[config.mk]
export PLATFORM = sky130hd
export DESIGN_NAME = tick_priority_scheduler
export DESIGN_NICKNAME = d
export VERILOG_FILES = /design/src/rtl/core/tps_pkg.sv /design/src/rtl/core/tps_cell.sv /design/src/rtl/core/tick_priority_scheduler.sv
export SDC_FILE = /design/constraint.sdc
export NUM_CORES = 2
export LEC_CHECK = 0
export BUFFER_PORTS_ARGS = -buffer_cell sky130_fd_sc_hd__buf_2
export CAP_MARGIN = 20
export CORE_MARGIN = 5
export CORE_UTILIZATION = 63
export CTS_CLUSTER_SIZE = 25
export DETAILED_ROUTE_END_ITERATION = 12
export GPL_ROUTABILITY_DRIVEN = 0
export GPL_TIMING_DRIVEN = 1
export PLACE_DENSITY = 0.82
export SYNTH_ARGS = -nofsm -noshare
export SYNTH_HDL_FRONTEND = slang
export SYNTH_SLANG_ARGS = --single-unit
[constraint.sdc]
create_clock -name aclk -period 4 [get_ports aclk]
set_input_delay 0.8 -clock aclk [delete_from_list [all_inputs] [get_ports aclk]]
set_output_delay 0.8 -clock aclk [all_outputs]
set_load 0.02 [all_outputs]
[src/rtl/core/tps_pkg.sv]
`default_nettype none

package tps_pkg;

    localparam int PROC_W  = 4;
    localparam int FIELD_W = 16;
    localparam int TICK_W  = 32;

    localparam int S_TDATA_W = 40;
    localparam int S_TUSER_W = 2;
    localparam int M_TDATA_W = 56;

    localparam int S_IDX_LSB   = 0;
    localparam int S_RUN_BIT   = 4;
    localparam int S_PRIO_LSB  = 5;
    localparam int S_SLICE_LSB = 21;
    localparam int S_NEST_BIT  = 37;

    localparam int M_PROC_LSB   = 0;
    localparam int M_SLICE_LSB  = 4;
    localparam int M_TICK_LSB   = 20;
    localparam int M_SWITCH_BIT = 52;
    localparam int M_NONE_BIT   = 53;

    typedef enum logic [1:0] {
        OP_TICK  = 2'd0,
        OP_WRITE = 2'd1,
        OP_BLOCK = 2'd2
    } op_t;

    typedef enum logic [1:0] {
        ST_IDLE,
        ST_SCAN,
        ST_DONE
    } state_t;

    typedef struct packed {
        logic              wr_en;
        logic [PROC_W-1:0] wr_index;
        logic              wr_run;
        logic              dec_en;
        logic              reload;
    } cell_ctrl_t;

endpackage

`default_nettype wire

[src/rtl/core/tps_cell.sv]
`default_nettype none

module tps_cell #(
    parameter int NPROC       = 16,
    parameter int SLICE_WIDTH = 16,
    parameter int IDX         = 0
) (
    input  wire                         aclk,
    input  wire                         aresetn,
    input  tps_pkg::cell_ctrl_t         ctrl,
    input  wire [$clog2(NPROC)-1:0]     sel,
    input  wire [SLICE_WIDTH-1:0]       wr_prio,
    input  wire [SLICE_WIDTH-1:0]       wr_slice,
    input  wire [SLICE_WIDTH-1:0]       in_best,
    input  wire [$clog2(NPROC)-1:0]     in_idx,
    input  wire                         in_found,
    output logic [SLICE_WIDTH-1:0]      out_best,
    output logic [$clog2(NPROC)-1:0]    out_idx,
    output logic                        out_found,
    output logic [SLICE_WIDTH-1:0]      slice_out
);
    import tps_pkg::*;

    localparam int IW = $clog2(NPROC);
    localparam int SW = SLICE_WIDTH;

    logic          run_reg;
    logic [SW-1:0] prio_reg;
    logic [SW-1:0] slice_reg;
    logic [SW-1:0] best_reg;
    logic [IW-1:0] idx_reg;
    logic          found_reg;
    logic          take;

    assign take = run_reg && (slice_reg > in_best);

    always_ff @(posedge aclk) begin
        if (!aresetn) begin
            run_reg   <= 1'b0;
            prio_reg  <= '0;
            slice_reg <= '0;
        end else if (ctrl.wr_en && (int'(ctrl.wr_index) == IDX)) begin
            run_reg   <= ctrl.wr_run;
            prio_reg  <= wr_prio;
            slice_reg <= wr_slice;
        end else if (ctrl.reload && run_reg) begin
            slice_reg <= prio_reg;
        end else if (ctrl.dec_en && (sel == IW'(IDX)) && (slice_reg != '0)) begin
            slice_reg <= slice_reg - SW'(1);
        end
    end

    always_ff @(posedge aclk) begin
        if (!aresetn) begin
            found_reg <= 1'b0;
        end else begin
            found_reg <= take || in_found;
        end
    end

    always_ff @(posedge aclk) begin
        if (take) begin
            best_reg <= slice_reg;
            idx_reg  <= IW'(IDX);
        end else begin
            best_reg <= in_best;
            idx_reg  <= in_idx;
        end
    end

    assign out_best  = best_reg;
    assign out_idx   = idx_reg;
    assign out_found = found_reg;
    assign slice_out = slice_reg;

endmodule

`default_nettype wire

[src/rtl/core/tick_priority_scheduler.sv]
`default_nettype none

// Time-slice scheduler over NPROC process entries, one per cell of a compare
// chain. A write, an unused opcode or a tick that needs no reschedule passes
// from idle through the done state into the output register; a reschedule
// walks the whole chain, and walks it again when every runnable slice is spent
// and the slices must be reloaded. One transaction is in work at a time; a
// finished result waits in the output register while the next transaction is
// accepted.
module tick_priority_scheduler #(
    parameter int NPROC       = 16,
    parameter int SLICE_WIDTH = 16
) (
    input  wire                               aclk,
    input  wire                               aresetn,
    input  wire                               cfg_wr_en,
    input  wire [tps_pkg::TICK_W-1:0]         cfg_wr_data,
    input  wire                               s_tvalid,
    output logic                              s_tready,
    // proc_index, runnable, prio_value, slice_value, nested, zero fill
    input  wire [tps_pkg::S_TDATA_W-1:0]      s_tdata,
    // opcode
    input  wire [tps_pkg::S_TUSER_W-1:0]      s_tuser,
    output logic                              m_tvalid,
    input  wire                               m_tready,
    // current_proc, current_slice, tick_count, switched, none_ready, zero fill
    output logic [tps_pkg::M_TDATA_W-1:0]     m_tdata
);
    import tps_pkg::*;

    localparam int IW = $clog2(NPROC);
    localparam int CW = $clog2(NPROC + 1);
    localparam int SW = SLICE_WIDTH;

    state_t         state_reg, state_next;
    logic [CW-1:0]  cnt_reg, cnt_next;
    logic           reloaded_reg, reloaded_next;
    logic [IW-1:0]  sel_reg, sel_next;
    logic           switched_reg, switched_next;
    logic           none_reg, none_next;
    logic [TICK_W-1:0] tick_reg, tick_next;
    logic [TICK_W-1:0] limit_reg;
    logic           m_tvalid_reg, m_tvalid_next;
    logic [M_TDATA_W-1:0] m_data_reg;
    logic           load_out;
    logic           reload;
    logic           accept;
    logic [TICK_W:0] tick_inc;
    cell_ctrl_t     ctrl;

    logic [SW-1:0]  best_chain  [NPROC+1];
    logic [IW-1:0]  idx_chain   [NPROC+1];
    logic           found_chain [NPROC+1];
    logic [SW-1:0]  slice_vec   [NPROC];
    logic [SW-1:0]  cur_slice;
    logic [SW-1:0]  wr_prio;
    logic [SW-1:0]  wr_slice;

    assign accept    = s_tvalid && s_tready;
    assign s_tready  = (state_reg == ST_IDLE);
    assign cur_slice = slice_vec[sel_reg];
    assign wr_prio   = SW'(s_tdata[S_PRIO_LSB +: FIELD_W]);
    assign wr_slice  = SW'(s_tdata[S_SLICE_LSB +: FIELD_W]);

    always_comb begin
        ctrl.wr_en    = accept && (s_tuser == OP_WRITE);
        ctrl.wr_index = s_tdata[S_IDX_LSB +: PROC_W];
        ctrl.wr_run   = s_tdata[S_RUN_BIT];
        ctrl.dec_en   = accept && (s_tuser == OP_TICK);
        ctrl.reload   = reload;
    end

    assign best_chain[0]  = '0;
    assign idx_chain[0]   = '0;
    assign found_chain[0] = 1'b0;

    for (genvar i = 0; i < NPROC; i++) begin : g_cell
        tps_cell #(
            .NPROC       (NPROC),
            .SLICE_WIDTH (SLICE_WIDTH),
            .IDX         (i)
        ) u_cell (
            .aclk      (aclk),
            .aresetn   (aresetn),
            .ctrl      (ctrl),
            .sel       (sel_reg),
            .wr_prio   (wr_prio),
            .wr_slice  (wr_slice),
            .in_best   (best_chain[i]),
            .in_idx    (idx_chain[i]),
            .in_found  (found_chain[i]),
            .out_best  (best_chain[i+1]),
            .out_idx   (idx_chain[i+1]),
            .out_found (found_chain[i+1]),
            .slice_out (slice_vec[i])
        );
    end

    assign tick_inc = {1'b0, tick_reg} + (TICK_W+1)'(1);

    always_comb begin
        tick_next = tick_reg;
        if (ctrl.dec_en) begin
            tick_next = (tick_inc >= {1'b0, limit_reg}) ? '0 : tick_inc[TICK_W-1:0];
        end
    end

    always_comb begin
        state_next    = state_reg;
        cnt_next      = cnt_reg;
        reloaded_next = reloaded_reg;
        sel_next      = sel_reg;
        switched_next = switched_reg;
        none_next     = none_reg;
        reload        = 1'b0;
        load_out      = 1'b0;
        case (state_reg)
            ST_IDLE: begin
                if (accept) begin
                    switched_next = 1'b0;
                    none_next     = 1'b0;
                    cnt_next      = '0;
                    reloaded_next = 1'b0;
                    case (s_tuser)
                        OP_TICK: begin
                            if (!s_tdata[S_NEST_BIT] && (cur_slice <= SW'(1))) begin
                                state_next = ST_SCAN;
                            end else begin
                                state_next = ST_DONE;
                            end
                        end
                        OP_BLOCK: begin
                            state_next = ST_SCAN;
                        end
                        default: begin
                            state_next = ST_DONE;
                        end
                    endcase
                end
            end
            ST_SCAN: begin
                cnt_next = cnt_reg + CW'(1);
                if (cnt_reg == CW'(NPROC)) begin
                    if (found_chain[NPROC]) begin
                        sel_next      = idx_chain[NPROC];
                        switched_next = 1'b1;
                        state_next    = ST_DONE;
                    end else if (!reloaded_reg) begin
                        reload        = 1'b1;
                        reloaded_next = 1'b1;
                        cnt_next      = '0;
                    end else begin
                        none_next  = 1'b1;
                        state_next = ST_DONE;
                    end
                end
            end
            ST_DONE: begin
                if (!m_tvalid_reg || m_tready) begin
                    load_out   = 1'b1;
                    state_next = ST_IDLE;
                end
            end
            default: begin
                state_next = ST_IDLE;
            end
        endcase
    end

    always_comb begin
        m_tvalid_next = m_tvalid_reg;
        if (load_out) begin
            m_tvalid_next = 1'b1;
        end else if (m_tready) begin
            m_tvalid_next = 1'b0;
        end
    end

    always_ff @(posedge aclk) begin
        if (!aresetn) begin
            state_reg    <= ST_IDLE;
            cnt_reg      <= '0;
            reloaded_reg <= 1'b0;
            sel_reg      <= '0;
            switched_reg <= 1'b0;
            none_reg     <= 1'b0;
            tick_reg     <= '0;
            limit_reg    <= '1;
            m_tvalid_reg <= 1'b0;
        end else begin
            state_reg    <= state_next;
            cnt_reg      <= cnt_next;
            reloaded_reg <= reloaded_next;
            sel_reg      <= sel_next;
            switched_reg <= switched_next;
            none_reg     <= none_next;
            tick_reg     <= tick_next;
            m_tvalid_reg <= m_tvalid_next;
            if (cfg_wr_en) begin
                limit_reg <= cfg_wr_data;
            end
        end
    end

    always_ff @(posedge aclk) begin
        if (load_out) begin
            m_data_reg <= {2'b00, none_reg, switched_reg, tick_reg,
                           FIELD_W'(cur_slice), PROC_W'(sel_reg)};
        end
    end

    assign m_tvalid = m_tvalid_reg;
    assign m_tdata  = m_data_reg;

endmodule

`default_nettype wire

# Word level (Yosys, flattened, before mapping)
# Index checks and enable logic that the tools add are counted.
# Widths: inputs -> output; s select.
totals:
  reg_bits: 966
  out_inout_bits: 58
  input_bits: 79
op_classes:
  reduce_logical: 146
  add_sub_neg: 18
  bitwise: 1
  n_lt_le_gt_ge: 19
  muxes: 99
  n_eq_ne: 42
ops:
  columns: ["cell", "count"]
  rows:
  - ["$mux 16", 64]
  - ["$reduce_bool 16->1", 16]
  - ["$sub 16x1->16 const B", 16]
  - ["$gt 16x16->1", 15]
  - ["$logic_and 1x1->1", 84]
  - ["$bmux 16 s4", 1]
  - ["$eq 4x4->1 const B", 16]
  - ["$reduce_bool 3->1", 16]
  - ["$add 32x1->33 const B", 1]
  - ["$ge 33x32->1", 1]
  - ["$eq 4x3->1 const B", 8]
  - ["$mux 32", 1]
  - ["$mux 5", 4]
  - ["$mux 1", 17]
  - ["$eq 4x2->1 const B", 4]
  - ["$gt 16x1->1 const B", 1]
  - ["$le 16x1->1 const B", 1]
  - ["$logic_or 1x1->1", 16]
  - ["$mux 2", 6]
  - ["$reduce_and 4->1", 3]
  - ["$pmux 5 s2", 1]
  - ["$eq 4x1->1 const B", 2]
  - ["$logic_not 4->1", 2]
  - ["$ne 2x2->1 const B", 4]
  - ["other kinds (17)", 25]

# Logic depth before layout (Yosys ltp)
depth:
  word_depth: 10
  depth_mapped: 18

# Modules after synthesis
# A second synthesis with hierarchy kept.
hier_totals:
  cells_unflattened: 6252
  hier_area_um2: 54820.1
by_module_without_submodules:
  columns: ["module", "instances", "cells_per_inst", "seq_area_each_um2", "area_each_um2"]
  rows:
  - ["tick_priority_scheduler", 1, 789, 3203.1, 8279.2]
  - ["tps_cell at g_cell[6].u_cell ...", 2, 344, 1081.0, 2957.8]
  - ["tps_cell at g_cell[10].u_cell ...", 2, 341, 1081.0, 2924.1]
  - ["tps_cell at g_cell[13].u_cell ...", 2, 340, 1081.0, 2897.8]
  - ["tps_cell at g_cell[1].u_cell ...", 2, 344, 1081.0, 2896.5]
  - ["tps_cell at g_cell[12].u_cell", 1, 340, 1081.0, 2945.3]
  - ["tps_cell at g_cell[0].u_cell", 1, 344, 1081.0, 2914.0]
  - ["tps_cell at g_cell[4].u_cell", 1, 343, 1081.0, 2899.0]
  - ["tps_cell at g_cell[3].u_cell", 1, 341, 1081.0, 2897.8]
  - ["tps_cell at g_cell[11].u_cell", 1, 343, 1081.0, 2889.0]
  - ["tps_cell at g_cell[15].u_cell", 1, 343, 1081.0, 2886.5]
  - ["tps_cell at g_cell[8].u_cell", 1, 337, 1081.0, 2886.5]
  - ["tps_cell at g_cell[7].u_cell", 1, 334, 1081.0, 2870.3]

# Worst setup path after synthesis
# No wires, ideal clock.
synth_path:
  path_type: "reg-to-reg"
  from: "register tick_reg[0]"
  to: "register tick_reg[16]"
  stages_incl_launch_ff: 17
  setup_slack_ns: 0.392
  arrival_time_ns: 3.538
  t_required_ns: 3.929
  path_cell_list: "dfxtp_1 -> ha_1 -> nand3_1 -> or3_1 -> nor3_1 -> nand4_1 -> nor2_1 -> xor2_1 -> ha_1 -> a21o_1 -> a21oi_1 -> o21ai_0 -> a21oi_1 -> o31a_1 -> clkbuf_1 -> nand3_1 -> a21oi_1"
synth_via:
  elab_chain_len: 3
synth_lines:
  columns: ["element", "line", "rtl"]
  rows:
  - ["start, declared", "tick_priority_scheduler.sv:41", "logic [TICK_W-1:0] tick_reg, tick_next;"]
  - ["start signal, assigned", "tick_priority_scheduler.sv:197", "tick_reg <= tick_next;"]
  - ["$add 32x1->33 (*)", "tick_priority_scheduler.sv:99", "assign tick_inc = {1'b0, tick_reg} + (TICK_W+1)'(1);"]
  - ["$ge 33x32->1", "tick_priority_scheduler.sv:104", "tick_next = (tick_inc >= {1'b0, limit_reg}) ? '0 : tick_inc[TICK_W-1:0];"]
  - ["$mux 32 (*)", "tick_priority_scheduler.sv:104", null]
# Every way passes the cells marked *; elsewhere a longest branch is shown, timed or not.
# A chain may end at the register's enable or synchronous reset.

# Worst setup path after layout
layout_path:
  from: "register tick_reg[4]"
  to: "register tick_reg[5]"
# The elaborated chain is that of the path after synthesis.

==> flow_summary.html <==
<table>
<tr><th>Metric</th><th>Value</th></tr>
<tr><th colspan="2">Critical path</th></tr>
<tr><td>Critical register-to-register path startpoint</td><td>tick_reg[4]</td></tr>
<tr><td>Cell seen most often among critical-path stages</td><td>sky130_fd_sc_hd__a21oi_1</td></tr>
<tr><td>Data required time of the worst path</td><td>4.59 ns</td></tr>
<tr><td>Startpoint of the most critical setup path</td><td>tick_reg[4]</td></tr>
<tr><td>Maximum fanout along the worst path</td><td>33</td></tr>
<tr><td>Crit Reg-Reg Endpoint</td><td>tick_reg[5]</td></tr>
<tr><td>Critical path class</td><td>flip-flop to flip-flop</td></tr>
<tr><td>Minimum setup slack among reg-to-reg paths</td><td>0.27 ns</td></tr>
<tr><td>Critical path data arrival time</td><td>4.32 ns</td></tr>
<tr><td>CP delay by family, top</td><td>simple AND/OR/NAND/NOR gates</td></tr>
<tr><td>Critical path, cell by cell</td><td>nand3_1, or3_1, nor4_1, buf_4, nor2b_1, xor2_1, ha_1, a21o_1, a21oi_1, o21ai_0, a21oi_1, o31a_1, buf_8, nand3_1, a21oi_1</td></tr>
<tr><td>CP max stage cell</td><td>sky130_fd_sc_hd__or3_1</td></tr>
<tr><td>Combined buffer and inverter count along the critical path</td><td>2</td></tr>
<tr><td>Slowest cell delay on critical path</td><td>0.51 ns</td></tr>
<tr><td>Sort of element at the start of the critical path</td><td>flip-flop</td></tr>
<tr><td>Endpoint type of the worst setup path</td><td>flip-flop</td></tr>
<tr><td>Number of cells traversed by the worst register-to-register path</td><td>15</td></tr>
<tr><th colspan="2">GRT</th></tr>
<tr><td>Remaining global-route overflow</td><td>0</td></tr>
<tr><td>Maximum number of pins on one net before global-route repair</td><td>104</td></tr>
<tr><td>Total routing usage reported by global routing</td><td>37.97%</td></tr>
<tr><td>Via count of the first global-routing pass</td><td>42859</td></tr>
<tr><td>Initial antenna violation count</td><td>14</td></tr>
<tr><td>First-pass GRT wire length</td><td>254.4 mm</td></tr>
<tr><th colspan="2">Clocking</th></tr>
<tr><td>Maximum buffer depth of the clock tree</td><td>3</td></tr>
<tr><td>Clock Pin Slew Worst Setup and Hold Paths</td><td>0.06 ns</td></tr>
<tr><td>Buffers inserted by post-CTS timing repair</td><td>0</td></tr>
<tr><td>Clk_lat worst skew</td><td>0.69 ns</td></tr>
<tr><td>CTS Sinks</td><td>966</td></tr>
<tr><td>Inserted Clock Buffers</td><td>98</td></tr>
<tr><td>Hold bufs inserted after CTS</td><td>0</td></tr>
<tr><td>Cell at the root of the clock tree</td><td>sky130_fd_sc_hd__clkbuf_16</td></tr>
<tr><td>CTS tree</td><td>yes</td></tr>
<tr><td>Depth of the CTS H-tree</td><td>3</td></tr>
<tr><th colspan="2">STA</th></tr>
<tr><td>Unrepaired setup endpoints after global routing</td><td>false</td></tr>
<tr><td>Final worst path period share</td><td>93.25%</td></tr>
<tr><td>Min Hold Slack</td><td>0.3456 ns</td></tr>
<tr><td>Transition time at the pin with the least slew margin</td><td>1.181 ns</td></tr>
<tr><td>Worst Setup Slack, final</td><td>0.2700 ns</td></tr>
<tr><td>Number of pins exceeding their max-slew limit in the final report</td><td>0</td></tr>
<tr><td>Number of hold violations in the final report</td><td>0</td></tr>
<tr><td>Clock skew after layout</td><td>0.03249 ns</td></tr>
<tr><td>Setup Viol. Count Final</td><td>0</td></tr>
<tr><td>Final setup TNS</td><td>0 ns</td></tr>
<tr><td>Final critical path time including I/O delays and setup</td><td>3.730 ns</td></tr>
<tr><td>Maximum achievable frequency</td><td>268.1 MHz</td></tr>
<tr><td>Slew margin rel.</td><td>21.27%</td></tr>
<tr><th colspan="2">Finish</th></tr>
<tr><td>Commonest non-fill, non-tap cells in the layout</td><td>910 x sky130_fd_sc_hd__dfxtp_1, 805 x sky130_fd_sc_hd__nand2_1, 644 x sky130_fd_sc_hd__a21oi_1</td></tr>
<tr><td>Synth-to-layout area growth</td><td>10.19%</td></tr>
<tr><td>Total non-filler cell area in the finished layout</td><td>55430 µm²</td></tr>
<tr><td>Layout cells sized above 1</td><td>13.44%</td></tr>
<tr><td># fillers</td><td>5906</td></tr>
<tr><td>Post-layout net count</td><td>6233</td></tr>
<tr><td>Most common library cell in the layout ignoring fill and taps</td><td>sky130_fd_sc_hd__dfxtp_1</td></tr>
<tr><th colspan="2">Drt</th></tr>
<tr><td>Aggregate routed wire length</td><td>169.8 mm</td></tr>
<tr><td>Number of nets still failing antenna checks after routing</td><td>0</td></tr>
<tr><td>Count of unresolved DRC violations after routing</td><td>0</td></tr>
<tr><td>Count of vias placed by the detailed router</td><td>46188</td></tr>
<tr><td>Wirelength per Cell</td><td>24.25 µm</td></tr>
<tr><td>Vias per cell</td><td>6.594</td></tr>
<tr><td>TritonRoute pass-1 iters</td><td>8</td></tr>
<tr><td>DRT iter0 DRCs</td><td>6440</td></tr>
<tr><th colspan="2">Yosys</th></tr>
<tr><td>Synth cell types</td><td>81</td></tr>
<tr><td>Share of flip-flops with an asynchronous set or reset after synthesis</td><td>0%</td></tr>
<tr><td>Synth Warn #</td><td>0</td></tr>
<tr><td>Netlist area before placement</td><td>50300 µm²</td></tr>
<tr><td>Number of flip-flops and latches in the synthesized netlist</td><td>966</td></tr>
<tr><td>Mean post-synth cell area</td><td>8.501 µm²</td></tr>
<tr><td>Cells after synthesis</td><td>5917</td></tr>
<tr><td>Dominant synthesized flop cell</td><td>sky130_fd_sc_hd__dfxtp_1</td></tr>
<tr><td>Number of enable-type register cells in the synthesized netlist</td><td>54</td></tr>
<tr><td>Proportion of synthesized chip area in sequential cells</td><td>39.52%</td></tr>
<tr><th colspan="2">Pwr</th></tr>
<tr><td>Worst voltage drop across the vdd grid</td><td>0.3288 mV</td></tr>
<tr><td>Switch share</td><td>24.70%</td></tr>
<tr><td>Clock share of power</td><td>46.0%</td></tr>
<tr><td>Leak pwr</td><td>23.07 nW</td></tr>
<tr><td>Switching Power</td><td>5.331 mW</td></tr>
<tr><td>Int Power</td><td>16.26 mW</td></tr>
<tr><td>Seq pwr share</td><td>46.1%</td></tr>
<tr><td>Power density over cell area</td><td>389.5 nW/µm²</td></tr>
<tr><td>Combinational Power Share</td><td>7.9%</td></tr>
<tr><th colspan="2">Min path</th></tr>
<tr><td>Hold endpoint</td><td>limit_reg[30]</td></tr>
<tr><td>Path type of the worst min-delay path</td><td>primary input to flip-flop</td></tr>
<tr><td>Worst hold path stage count</td><td>3</td></tr>
<tr><td>Worst hold path startpoint</td><td>cfg_wr_data[30]</td></tr>
<tr><th colspan="2">Die</th></tr>
<tr><td>Core Rows</td><td>103</td></tr>
<tr><td>Die Outline Area</td><td>85600 µm²</td></tr>
<tr><td>Area of the core</td><td>79130 µm²</td></tr>
<tr><td>Top-level I/O count</td><td>137</td></tr>
<tr><td>Initial Util</td><td>63.57%</td></tr>
<tr><td>Chip Width</td><td>292.6 µm</td></tr>
<tr><td>Die Height</td><td>292.6 µm</td></tr>
<tr><th colspan="2">Flow run</th></tr>
<tr><td>Count of maximum capacitance violations</td><td>0</td></tr>
<tr><th colspan="2">Placement</th></tr>
<tr><td>DP Worst Slack</td><td>0.1371 ns</td></tr>
<tr><td>Placed cell area</td><td>51880 µm²</td></tr>
<tr><td>Number of port buffers</td><td>132</td></tr>
<tr><td>Half-perimeter wire length after detailed placement</td><td>109.1 mm</td></tr>
<tr><th colspan="2">Status</th></tr>
<tr><td>Outcome</td><td>complete, no violations</td></tr>
</table>
## synth_stat cells (9+ instances only)
cell type,count,area share (%)
sky130_fd_sc_hd__dfxtp_1,912,36
sky130_fd_sc_hd__nand2_1,805,6.0
sky130_fd_sc_hd__a21oi_1,649,6.5
sky130_fd_sc_hd__nor2_1,518,3.9
sky130_fd_sc_hd__clkbuf_1,351,2.6
sky130_fd_sc_hd__a211oi_1,338,5.0
sky130_fd_sc_hd__inv_1,316,2.4
sky130_fd_sc_hd__ha_1,291,7.2
sky130_fd_sc_hd__mux2_2,206,4.6
sky130_fd_sc_hd__o21ai_0,193,1.9
sky130_fd_sc_hd__xnor2_1,145,2.5
sky130_fd_sc_hd__xor2_1,92,1.6
sky130_fd_sc_hd__nor3_1,89,0.89
sky130_fd_sc_hd__a21o_1,79,1.2
sky130_fd_sc_hd__nand4_1,76,0.95
sky130_fd_sc_hd__o211ai_1,66,0.98
sky130_fd_sc_hd__mux4_2,64,2.9
sky130_fd_sc_hd__nand3_1,59,0.59
sky130_fd_sc_hd__edfxtp_1,54,3.2
sky130_fd_sc_hd__nor4_1,54,0.67
sky130_fd_sc_hd__buf_1,51,0.38
sky130_fd_sc_hd__nor2b_1,46,0.57
sky130_fd_sc_hd__or2_2,35,0.44
sky130_fd_sc_hd__o21a_1,34,0.51
sky130_fd_sc_hd__or3_1,31,0.39
sky130_fd_sc_hd__a22oi_1,30,0.45
sky130_fd_sc_hd__nand2b_1,29,0.36
sky130_fd_sc_hd__and3_1,25,0.31
sky130_fd_sc_hd__or4_1,24,0.36
sky130_fd_sc_hd__mux2i_1,23,0.46
sky130_fd_sc_hd__a31oi_1,22,0.27
sky130_fd_sc_hd__nand3b_1,20,0.30
sky130_fd_sc_hd__and2_1,16,0.20
sky130_fd_sc_hd__buf_2,16,0.16
sky130_fd_sc_hd__o22ai_1,15,0.19
sky130_fd_sc_hd__a311oi_1,10,0.17
sky130_fd_sc_hd__nor3b_1,10,0.15
sky130_fd_sc_hd__o41ai_1,10,0.17
sky130_fd_sc_hd__a211oi_2,9,0.22
sky130_fd_sc_hd__o2111ai_1,9,0.16
## repair_timing
item / 4_1_cts / 5_1_grt
setup endpoints to repair: 0 / 32
resized for setup: 0 / 9
hold endpoints to repair: 0 / 0
## cell families after synthesis
family          after synthesis  synth area share, %
simple gates               1877                16.84
fa+ha+maj                   291                7.238
buf+inv                     743                5.696
xor+xnor                    237                4.126
compound gates             1508                18.59
other cells                   1             0.007455
mux                         294                7.987
flops                       966                39.52
## worst reg2reg max path: cells and delay by family, from the launching register on
kind / cells / cell delay, ns
fa+ha+maj: 1 / 0.27
buf+inv: 2 / 0.42
flops: 1 / 0.44
xor+xnor: 1 / 0.19
compound gates: 6 / 0.86
simple gates: 5 / 1.48
## power groups by stage
stage / Clock [mW] / Sequential, mW / Combinational, mW
6_report: 9.94 / 9.94 / 1.70
2_1_floorplan: 0 / 10.2 / 1.02
3_5_place_dp: 0 / 10.2 / 1.62
4_1_cts: 9.93 / 9.94 / 1.64
5_1_grt: 10.4 / 9.95 / 1.79
3_3_place_gp: 0 / 10.1 / 1.59
## metrics by stage
stage	util [%]	instances	power [mW]
after floorplan	-	5918	11.19
after global placement	65.57	6812	11.73
after detailed placement	65.57	6812	11.77
after CTS	69.95	6994	21.50
after global routing	70.02	6995	22.09
final	70.05	7005	21.59
## layer usage
metal	vias up	wire, µm	track usage (%)
li1	20702	-	-
met2	3228	70650	56.02
met1	21386	62260	50.16
met3	856	23710	10.25
met5	-	141	0
met4	16	13080	22.57
## worst max path at each step
| stage | depth (start not counted) | endpoint |
|---|---|---|
| global placement | 16 | tick_reg[14] |
| detailed placement | 16 | tick_reg[9] |
| finish | 15 | tick_reg[5] |
| global route | 15 | tick_reg[5] |
| floorplan | 16 | tick_reg[16] |
| CTS | 16 | tick_reg[5] |
## cell type report
class	count	area, µm²	share of cell area (%)
Tap cell	1050	1314	2.370
Inverter	317	1197	2.160
Timing Repair Buffer	271	1874	3.381
Clock buffer	129	2739	4.941
Antenna cell	10	25.02	0.04515
Multi-Input combinational cell	4209	27660	49.91
Sequential cell	966	19890	35.88
Clock inverter	53	729.5	1.316
Power figures use the tool's default switching activity.
